### src/hdl/psfrb_pkg.sv
// Shared constants, codes and controller/datapath interface types for the failure-rate blocker.
package psfrb_pkg;

   localparam int TABLE_ENTRIES_DEF   = 16;
   localparam int TIMES_PER_ENTRY_DEF = 8;
   localparam int MAX_RESULTS         = 16;
   localparam logic [31:0] STALE_AGE  = 32'd86400;   // one day

   // event kinds
   localparam logic [1:0] KIND_FAIL  = 2'd0;
   localparam logic [1:0] KIND_SWEEP = 2'd1;
   localparam logic [1:0] KIND_AGE   = 2'd2;

   // result actions
   localparam logic [2:0] ACT_NONE    = 3'd0;
   localparam logic [2:0] ACT_FAST    = 3'd1;
   localparam logic [2:0] ACT_SLOW    = 3'd2;
   localparam logic [2:0] ACT_ALLOW   = 3'd3;
   localparam logic [2:0] ACT_IGNORE  = 3'd4;
   localparam logic [2:0] ACT_FULL    = 3'd5;
   localparam logic [2:0] ACT_UNBLOCK = 3'd6;
   localparam logic [2:0] ACT_BELOW   = 3'd7;

   // register indexes
   localparam logic [2:0] CSR_FAST_THR  = 3'd0;
   localparam logic [2:0] CSR_SLOW_THR  = 3'd1;
   localparam logic [2:0] CSR_FAST_WIN  = 3'd2;
   localparam logic [2:0] CSR_SLOW_WIN  = 3'd3;
   localparam logic [2:0] CSR_BLK_DUR   = 3'd4;
   localparam logic [2:0] CSR_ALLOW_NET = 3'd5;
   localparam logic [2:0] CSR_ALLOW_PFX = 3'd6;

   typedef struct packed {
      logic latch;
      logic search_step;
      logic alloc;
      logic found;
      logic emit_full;
      logic touch;
      logic lift_e;
      logic emit_ignore;
      logic prune_rd;
      logic prune_wr;
      logic sl_clear;
      logic shift_rd;
      logic shift_wr;
      logic append;
      logic decide;
      logic sweep_lift;
      logic sweep_step;
      logic sweep_end;
      logic age_move;
      logic age_adv;
      logic age_skip;
      logic copy_rd;
      logic copy_wr;
      logic age_end;
      logic emit_nop;
   } cmd_type;

   typedef struct packed {
      logic match;
      logic scan_end;
      logic full;
      logic blk;
      logic exp_e;
      logic prune_end;
      logic win_full;
      logic shift_end;
      logic sweep_exp;
      logic sweep_stop;
      logic age_keep;
      logic age_move;
      logic copy_last;
   } status_type;

endpackage

### src/hdl/psfrb_ctrl.sv
// Sequencer state machine for the failure-rate blocker.
module psfrb_ctrl import psfrb_pkg::*; (
   input  logic       clock,
   input  logic       reset,
   input  logic       start,
   input  logic [1:0] req_kind,
   input  status_type st,
   output cmd_type    cmd,
   output logic       busy
);

   typedef enum logic [15:0] {
      S_IDLE     = 16'h0001,
      S_F_SEARCH = 16'h0002,
      S_F_CHECK  = 16'h0004,
      S_F_PR_RD  = 16'h0008,
      S_F_PR_WR  = 16'h0010,
      S_F_SH_RD  = 16'h0020,
      S_F_SH_WR  = 16'h0040,
      S_F_APPEND = 16'h0080,
      S_F_DECIDE = 16'h0100,
      S_S_SCAN   = 16'h0200,
      S_S_END    = 16'h0400,
      S_A_SCAN   = 16'h0800,
      S_A_CP_RD  = 16'h1000,
      S_A_CP_WR  = 16'h2000,
      S_A_END    = 16'h4000,
      S_NOP      = 16'h8000
   } state_type;

   state_type state_ff, state_in;

   always_ff @(posedge clock) begin
      if (reset) state_ff <= S_IDLE;
      else       state_ff <= state_in;
   end

   assign busy = (state_ff != S_IDLE);

   always_comb begin
      cmd      = '0;
      state_in = state_ff;
      unique case (state_ff)
         S_IDLE: begin
            if (start) begin
               cmd.latch = 1'b1;
               priority if (req_kind == KIND_FAIL)  state_in = S_F_SEARCH;
               else if     (req_kind == KIND_SWEEP) state_in = S_S_SCAN;
               else if     (req_kind == KIND_AGE)   state_in = S_A_SCAN;
               else                                 state_in = S_NOP;
            end
         end
         S_F_SEARCH: begin
            priority if (st.scan_end) begin
               if (st.full) begin
                  cmd.emit_full = 1'b1;
                  state_in      = S_IDLE;
               end else begin
                  cmd.alloc = 1'b1;
                  state_in  = S_F_CHECK;
               end
            end else if (st.match) begin
               cmd.found = 1'b1;
               state_in  = S_F_CHECK;
            end else begin
               cmd.search_step = 1'b1;
            end
         end
         S_F_CHECK: begin
            cmd.touch = 1'b1;
            state_in  = S_F_PR_RD;
            if (st.blk) begin
               if (st.exp_e) begin
                  cmd.lift_e = 1'b1;
               end else begin
                  cmd.emit_ignore = 1'b1;
                  state_in        = S_IDLE;
               end
            end
         end
         S_F_PR_RD: begin
            if (st.prune_end) begin
               if (st.win_full) begin
                  cmd.sl_clear = 1'b1;
                  state_in     = S_F_SH_RD;
               end else begin
                  state_in = S_F_APPEND;
               end
            end else begin
               cmd.prune_rd = 1'b1;
               state_in     = S_F_PR_WR;
            end
         end
         S_F_PR_WR: begin
            cmd.prune_wr = 1'b1;
            state_in     = S_F_PR_RD;
         end
         S_F_SH_RD: begin
            if (st.shift_end) begin
               state_in = S_F_APPEND;
            end else begin
               cmd.shift_rd = 1'b1;
               state_in     = S_F_SH_WR;
            end
         end
         S_F_SH_WR: begin
            cmd.shift_wr = 1'b1;
            state_in     = S_F_SH_RD;
         end
         S_F_APPEND: begin
            cmd.append = 1'b1;
            state_in   = S_F_DECIDE;
         end
         S_F_DECIDE: begin
            cmd.decide = 1'b1;
            state_in   = S_IDLE;
         end
         S_S_SCAN: begin
            if (st.scan_end || st.sweep_stop) begin
               state_in = S_S_END;
            end else begin
               cmd.sweep_step = 1'b1;
               cmd.sweep_lift = st.sweep_exp;
            end
         end
         S_S_END: begin
            cmd.sweep_end = 1'b1;
            state_in      = S_IDLE;
         end
         S_A_SCAN: begin
            priority if (st.scan_end) begin
               state_in = S_A_END;
            end else if (!st.age_keep) begin
               cmd.age_skip = 1'b1;
            end else if (st.age_move) begin
               cmd.age_move = 1'b1;
               state_in     = S_A_CP_RD;
            end else begin
               cmd.age_adv = 1'b1;
            end
         end
         S_A_CP_RD: begin
            cmd.copy_rd = 1'b1;
            state_in    = S_A_CP_WR;
         end
         S_A_CP_WR: begin
            cmd.copy_wr = 1'b1;
            if (st.copy_last) begin
               cmd.age_adv = 1'b1;
               state_in    = S_A_SCAN;
            end else begin
               state_in = S_A_CP_RD;
            end
         end
         S_A_END: begin
            cmd.age_end = 1'b1;
            state_in    = S_IDLE;
         end
         S_NOP: begin
            cmd.emit_nop = 1'b1;
            state_in     = S_IDLE;
         end
         default: state_in = S_IDLE;
      endcase
   end

endmodule

### config.mk
export PLATFORM = sky130hd
export DESIGN_NAME = psfrb_ctrl
export DESIGN_NICKNAME = d
export VERILOG_FILES = /design/src/hdl/psfrb_pkg.sv /design/src/hdl/psfrb_ctrl.sv
export SDC_FILE = /design/constraint.sdc
export NUM_CORES = 1
export LEC_CHECK = 0
export BUFFER_PORTS_ARGS = -buffer_cell sky130_fd_sc_hd__buf_2
export CAP_MARGIN = 15
export CELL_PAD_IN_SITES_DETAIL_PLACEMENT = 0
export CELL_PAD_IN_SITES_GLOBAL_PLACEMENT = 1
export CORE_MARGIN = 2
export CORE_UTILIZATION = 34
export DETAILED_ROUTE_END_ITERATION = 12
export PLACE_DENSITY = 0.88
export SETUP_SLACK_MARGIN = 0.5
export SLEW_MARGIN = 20
export SYNTH_ARGS = -nofsm -noshare
export SYNTH_HDL_FRONTEND = slang
export SYNTH_SLANG_ARGS = --single-unit
### constraint.sdc
create_clock -name clock -period 2.9 [get_ports clock]
set_input_delay 0.29 -clock clock [delete_from_list [all_inputs] [get_ports clock]]
set_output_delay 0.29 -clock clock [all_outputs]
set_load 0.02 [all_outputs]
==> results by group, run 1 <==
CTS
  • CTS tree: done
  • Clock root buffer: clkbuf_4
  • Clock tree buffer depth: 2
  • Total CTS buffers: 3
  • Total clock sinks: 16
  • Worst-skew pair later-pin latency: 0.29 ns
  • CTS H-tree depth: 1
  • Clk slew on worst S/H paths: 0.10 ns
  • CTS hold repair buffers: 0

Route
  • Routed WL: 3390 um
  • DR DRC count: 0
  • Total number of vias: 1,328
  • 1st-pass router iterations: 4
  • Drt wl/cell: 13.6 um
  • Vias per cell: 5.31
  • Initial DRC Count: 45
  • Antenna-violating nets left: 0

Finish
  • Biggest regs: state_ff: 16 flops
  • Cell area after layout: 1720 um^2
  • Commonest non-fill, non-tap cell in the layout: buf_2
  • Fillers: 324
  • Sequential cell area: 338 um^2
  • Biggest register: state_ff
  • Diodes inserted: 0
  • Max FFs per register: 16
  • Layout cells sized above 1: 0.500
  • Most frequent cells in the layout: 38 x buf_2, 23 x buf_4, 14 x nor2_1
  • Final nets: 224
  • Area grow syn2layout: 51.4%
  • Multi-input gate area: 891 um^2
  • Final Core Density: 0.525

Job
  • Max cap viols: 0

Die
  • DIE AREA: 3830 um^2
  • Die width: 61.9 um
  • Die height: 61.9 um
  • Ports: 44
  • Initial Utilization: 0.347
  • Rows: 21
  • Core Box Area: 3280 um^2

Power
  • Combinational power share: 0.318
  • Seq pwr share: 0.453
  • Sw frac: 0.334
  • Leak pwr: 0.780 nW
  • Switching power: 0.177 mW
  • PwrDens: 308 nW/um^2
  • Max VDD drop: 0.000180 V
  • Clock group share of total power: 0.228
  • Int Pwr: 0.353 mW

Setup path
  • Reg2Reg Capture Point: state_ff[0]$_SDFFE_PP1P_
  • Critical Path Max Stage Delay: 0.52 ns
  • Critical Path End Type: output pin
  • CP bufs+invs: 1
  • Reg2reg start: state_ff[0]$_SDFFE_PP1P_
  • CP Class: reg -> out
  • Critical Path RT: 2.61 ns
  • Reg2Reg Depth: 8
  • Critical Path AT: 2.14 ns
  • Crit-path max FO: 4
  • Delay-heaviest family, CP: simple AND/OR/NAND/NOR gates
  • Worst Setup Start Kind: flop
  • Worst setup path start: state_ff[12]$_SDFFE_PP0P_
  • Slowest cell on crit path: or4_4
  • Crit path cell chain: nor4_4, nand2b_1, or4_4, nor3_4, and2_1, buf_4
  • R2R setup slack: 0.62 ns

Timing
  • Sum Neg Setup Slack: 0 ns
  • Fin crit period: 2.43 ns
  • Final setup fails: 0
  • Final period utilization: 0.838
  • RSZ-0062 raised after global routing: true
  • WHS: 0.177 ns
  • Slew @ Worst Pin: 0.520 ns
  • Final setup margin: 0.470 ns
  • Slew headroom: 0.652
  • Final Slew Violations: 0
  • Skew final: 0.00570 ns
  • Fmax: 412 MHz
  • Endpoints failing hold: 0

Logic synthesis
  • Mapped Area: 1140 um^2
  • Cell variety after synth: 40
  • Yosys warnings: 0
  • Mapped Avg Cell Area: 8.02 um^2
  • Sequential-to-total area share from yosys stat: 0.281
  • Most used flip-flop cell after synthesis: dfxtp_1
  • FFs w/ async S/R, synth: 0
  • Synthesized instance count: 142
  • Post-synth EDFFs: 0
  • Syn Nets: 160
  • Number of synthesized register bits: 16

Placement
  • DP Wirelength: 2360 um
  • Gpl congestion: 0.814
  • Pre-CTS setup slack: 0.461 ns
  • I/O Buffers: 43
  • Area after DPL: 1410 um^2

Global route
  • Grt ovf: 0
  • Initial antenna violation count: 0
  • Global-route wire length before repair: 5000 um
  • Largest net degree at the start of global routing: 11
  • Gr usage total: 0.177
  • Vias in the first global route: 1,084

Hold path
  • Hold_sp: st[5]
  • Hold Path End: state_ff[6]$_SDFFE_PP0P_
  • Hold Path Cell Cnt: 2
  • Worst hold path type: in -> reg

Status
  • Run status: finished clean
==> cells by family (layout without fill, tap and decap cells) <==
group | after synthesis | after routing | share of synthesized area
AOI/OAI and AO/OA | 15 | 15 | 0.0912
xor gates and xnor gates | 4 | 4 | 0.0308
buffers and inverters | 10 | 72 | 0.0341
DFF | 16 | 16 | 0.281
and+or+nand+nor | 97 | 97 | 0.563
==> how the worst max path moves through the flow <==
stage | end | slack (ns) | cells after the start
floorplan | cmd[9] | 0.54 | 5
global placement | cmd[9] | 0.49 | 6
detailed placement | cmd[9] | 0.46 | 6
CTS | cmd[9] | 0.44 | 6
global route | cmd[9] | 0.36 | 6
finish | cmd[9] | 0.47 | 6
==> power by group through the flow <==
stage	sequential, mW	clock (mW)	combinational [mW]
global placement	0.242	0	0.127
global route	0.242	0.129	0.185
detailed placement	0.243	0	0.127
floorplan	0.237	0	0.0909
CTS	0.239	0.119	0.142
finish	0.240	0.121	0.169
==> layout make-up <==
class | count | share of cell area
clock buffers | 3 | 0.0131
well taps | 46 | 0.0334
repair buffers | 64 | 0.230
flip-flops and latches | 16 | 0.196
multi-input cells | 116 | 0.517
inverters | 5 | 0.0109
==> metrics by stage <==
| step | power, mW | instances |
|---|---|---|
| final | 0.530 | 250 |
| after global placement | 0.370 | 226 |
| after floorplan | 0.328 | 142 |
| after detailed placement | 0.370 | 226 |
| after CTS | 0.500 | 236 |
| after global routing | 0.556 | 250 |
==> synthesized netlist by cell type, types with 3 or more instances <==
library cell	number	area, um^2
dfxtp_1	16	320
nor2_1	15	56.3
nand2b_1	12	75.1
nand2_1	11	41.3
nor4_1	9	56.3
inv_1	5	18.8
nand3_1	5	25.0
nor3_1	5	25.0
or4_1	5	37.5
a21oi_1	4	20.0
and3_1	4	25.0
clkbuf_1	4	15.0
nor3b_1	4	30.0
nor4_2	4	50.1
nor4b_1	4	35.0
o21ai_0	4	20.0
xor2_1	3	26.3
==> per-layer routing <==
metal,share of wire,global-route usage,up-vias,wire [um]
met1,0.47,0.245,634,1580
met2,0.49,0.283,27,1670
li1,-,-,662,-
met3,0.027,0.0186,5,90
met4,0.015,0.0669,0,51
met5,0,0,-,0
==> timing repair <==
item | CTS | global route
pin swaps | 4 | 12
buffers inserted | 7 | 14
gates resized for setup | 12 | 25
endpoints found under the setup margin | 16 | 15
(Power assumes the default switching activity.)
==> run 2, diff against run 1 <==
==> constraint.sdc (replaced) <==
create_clock -name clock -period 2.46 [get_ports clock]
set_input_delay 0.246 -clock clock [delete_from_list [all_inputs] [get_ports clock]]
set_output_delay 0.246 -clock clock [all_outputs]
set_load 0.02 [all_outputs]
==> run 2 against run 1 <==
Sequential share of layout area fell by 5.4 points. Wire length grew 64%. Critical path type unchanged. The run now ends with setup timing left. Flip-flop and latch count unchanged. Largest power group is now combinational cells.
==> results by group, run 2 (synthesized netlist as in run 1, its figures left out) <==
Status
  • Run status: finished, violations left (was finished clean)
  • Failing checks: setup timing

CTS
  • Clk slew on worst S/H paths: 0.11 ns (was 0.10 ns)
  • CTS H-tree depth: 1 (unchanged)
  • CTS tree: done (unchanged)
  • Clock tree buffer depth: 2 (unchanged)
  • Total clock sinks: 16 (unchanged)
  • Worst-skew pair later-pin latency: 0.31 ns (was 0.29 ns)
  • Total CTS buffers: 3 (unchanged)
  • Clock root buffer: clkbuf_4 (unchanged)

Setup path
  • Reg2reg start: state_ff[4]$_SDFFE_PP0P_ (was state_ff[0]$_SDFFE_PP1P_)
  • Slowest cell on crit path: or4_4 (unchanged)
  • Critical Path RT: 2.21 ns (was 2.61 ns)
  • CP Class: reg -> out (unchanged)
  • Critical Path AT: 2.24 ns (was 2.14 ns)
  • Worst setup path start: state_ff[4]$_SDFFE_PP0P_ (was state_ff[12]$_SDFFE_PP0P_)
  • Crit path cell chain: nor4_4, nand2_1, or4_4, nor3_4, and2_4, buf_6 (was nor4_4, nand2b_1, or4_4, nor3_4, and2_1, buf_4)
  • Critical Path Max Stage Delay: 0.49 ns (was 0.52 ns)
  • Worst Setup Start Kind: flop (unchanged)
  • Critical Path End Type: output pin (unchanged)
  • R2R setup slack: 0.12 ns (was 0.62 ns)
  • Crit-path max FO: 4 (unchanged)

Placement
  • I/O Buffers: 43 (unchanged)
  • Area after DPL: 1560 um^2 (was 1410 um^2)
  • Pre-CTS setup slack: 0.220 ns (was 0.461 ns)
  • Gpl congestion: 0.842 (was 0.814)
  • DP Wirelength: 2650 um (was 2360 um)

Die
  • Die width: 61.9 um (unchanged)
  • Ports: 44 (unchanged)
  • DIE AREA: 3830 um^2 (unchanged)
  • Initial Utilization: 0.347 (unchanged)
  • Rows: 21 (unchanged)
  • Die height: 61.9 um (unchanged)
  • Core Box Area: 3280 um^2 (unchanged)

Global route
  • Gr usage total: 0.259 (was 0.177)
  • Initial antenna violation count: 0 (unchanged)
  • Global-route wire length before repair: 7190 um (was 5000 um)
  • Vias in the first global route: 1,527 (was 1,084)
  • GR Util met3: 0.0455 (was 0.0186)
  • Grt ovf: 0 (unchanged)
  • Largest net degree at the start of global routing: 11 (unchanged)
  • Met1 Use GR: 0.288 (was 0.245)
  • GR Layer Usage met2: 0.462 (was 0.283)
  • Grt peak-use layer: met2 (unchanged)

Finish
  • Biggest register: state_ff (unchanged)
  • Cell area after layout: 2500 um^2 (was 1720 um^2)
  • Max FFs per register: 16 (unchanged)
  • Final Core Density: 0.763 (was 0.525)
  • Diodes inserted: 0 (unchanged)
  • Fillers: 194 (was 324)
  • Area grow syn2layout: 120% (was 51.4%)
  • Final nets: 255 (was 224)
  • Biggest regs: state_ff: 16 flops (unchanged)
  • Most frequent cells in the layout: 39 x buf_6, 39 x buf_4, 17 x buf_2 (was 38 x buf_2, 23 x buf_4, 14 x nor2_1)
  • Layout cells sized above 1: 0.737 (was 0.500)

Route
  • 1st-pass router iterations: 4 (unchanged)
  • Vias per cell: 5.65 (was 5.31)
  • Initial DRC Count: 75 (was 45)
  • Total number of vias: 1,592 (was 1,328)
  • Drt wl/cell: 19.7 um (was 13.6 um)
  • DR DRC count: 0 (unchanged)
  • Routed WL: 5550 um (was 3390 um)
  • Antenna-violating nets left: 0 (unchanged)

Job
  • Max cap viols: 0 (unchanged)

Timing
  • Slew headroom: 0.659 (was 0.652)
  • Endpoints failing hold: 0 (unchanged)
  • Final setup fails: 2 (was 0)
  • Final Slew Violations: 0 (unchanged)
  • RSZ-0062 raised after global routing: true (unchanged)
  • Skew final: 0.00402 ns (was 0.00570 ns)
  • Final setup margin: -0.0276 ns (was 0.470 ns)
  • Fin crit period: 2.49 ns
  • Slew @ Worst Pin: 0.508 ns (was 0.520 ns)
  • WHS: 0.123 ns (was 0.177 ns)
  • Final period utilization: 1.01
  • Fmax: 402 MHz

Power
  • Leak pwr: 1.05 nW (was 0.780 nW)
  • Max VDD drop: 0.000162 V (was 0.000180 V)
  • PwrDens: 338 nW/um^2 (was 308 nW/um^2)

Hold path
  • Hold_sp: st[7] (was st[5])
  • Worst hold path type: in -> reg (unchanged)
-- run 2: changes by cell type in the layout (fill, tap and decap cells not counted), moves of 4 or more --
cell	change
and3_4	+4
dfxtp_4	+5
and3_1	-4
nor4_1	-7
buf_4	+16
buf_2	-21
nor4_4	+7
dfxtp_1	-4
buf_6	+36
-- run 2: final timing paths --
check        cells after the start                        to
max                              6                    cmd[9]
max reg2reg                      8  state_ff[0]$_SDFFE_PP1P_
min reg2reg                      2  state_ff[8]$_SDFFE_PP0P_
min                              2  state_ff[4]$_SDFFE_PP0P_
-- run 2: repair_timing --
action | in CTS | in global routing
setup buffers | 37 | 12
pin swaps | 26 | 19
resized for setup | 82 | 54
setup endpoints to repair | 37 | 40
hold buffers | 0 | 0
hold endpoints to repair | 0 | 0
gates cloned | 0 | 0
-- run 2: through the flow --
| step | power [mW] | std cells | TNS (ns) |
|---|---|---|---|
| final | 0.845 | 282 | -0.0321 |
| after floorplan | 0.404 | 142 | 0 |
| after global placement | 0.467 | 229 | 0 |
| after global routing | 0.876 | 282 | -0.197 |
| after CTS | 0.746 | 270 | 0 |
| after detailed placement | 0.471 | 229 | 0 |
-- run 2: per-layer routing --
layer,wire length [um],vias up
li1,-,727
met1,2080,746
met2,2830,92
met3,346,27
met4,292,0
met5,0,-
-- run 2: critical path: cells and delay by family, from the launching register on --
kind                   cells  cell delay, ns
flip-flops                 1            0.38
AND/OR/NAND/NOR            5            1.44
buffers and inverters      1            0.11
-- run 2: final cells by class --
cell class              instances  area (um^2)  area share
multi-input cells             116         1220       0.487
repair buffers                 95          817       0.326
clock buffers                   4         36.3      0.0145
inverters                       5         18.8     0.00749
flip-flops and latches         16          355       0.142
well taps                      46         57.6      0.0230
-- run 2: power breakdown --
group          total, mW  leakage, nW  switching (mW)  internal [mW]
combinational      0.377        0.896           0.192          0.185
clock              0.192       0.0210           0.101         0.0905
sequential         0.276        0.138          0.0147          0.262
total              0.845         1.05           0.308          0.538
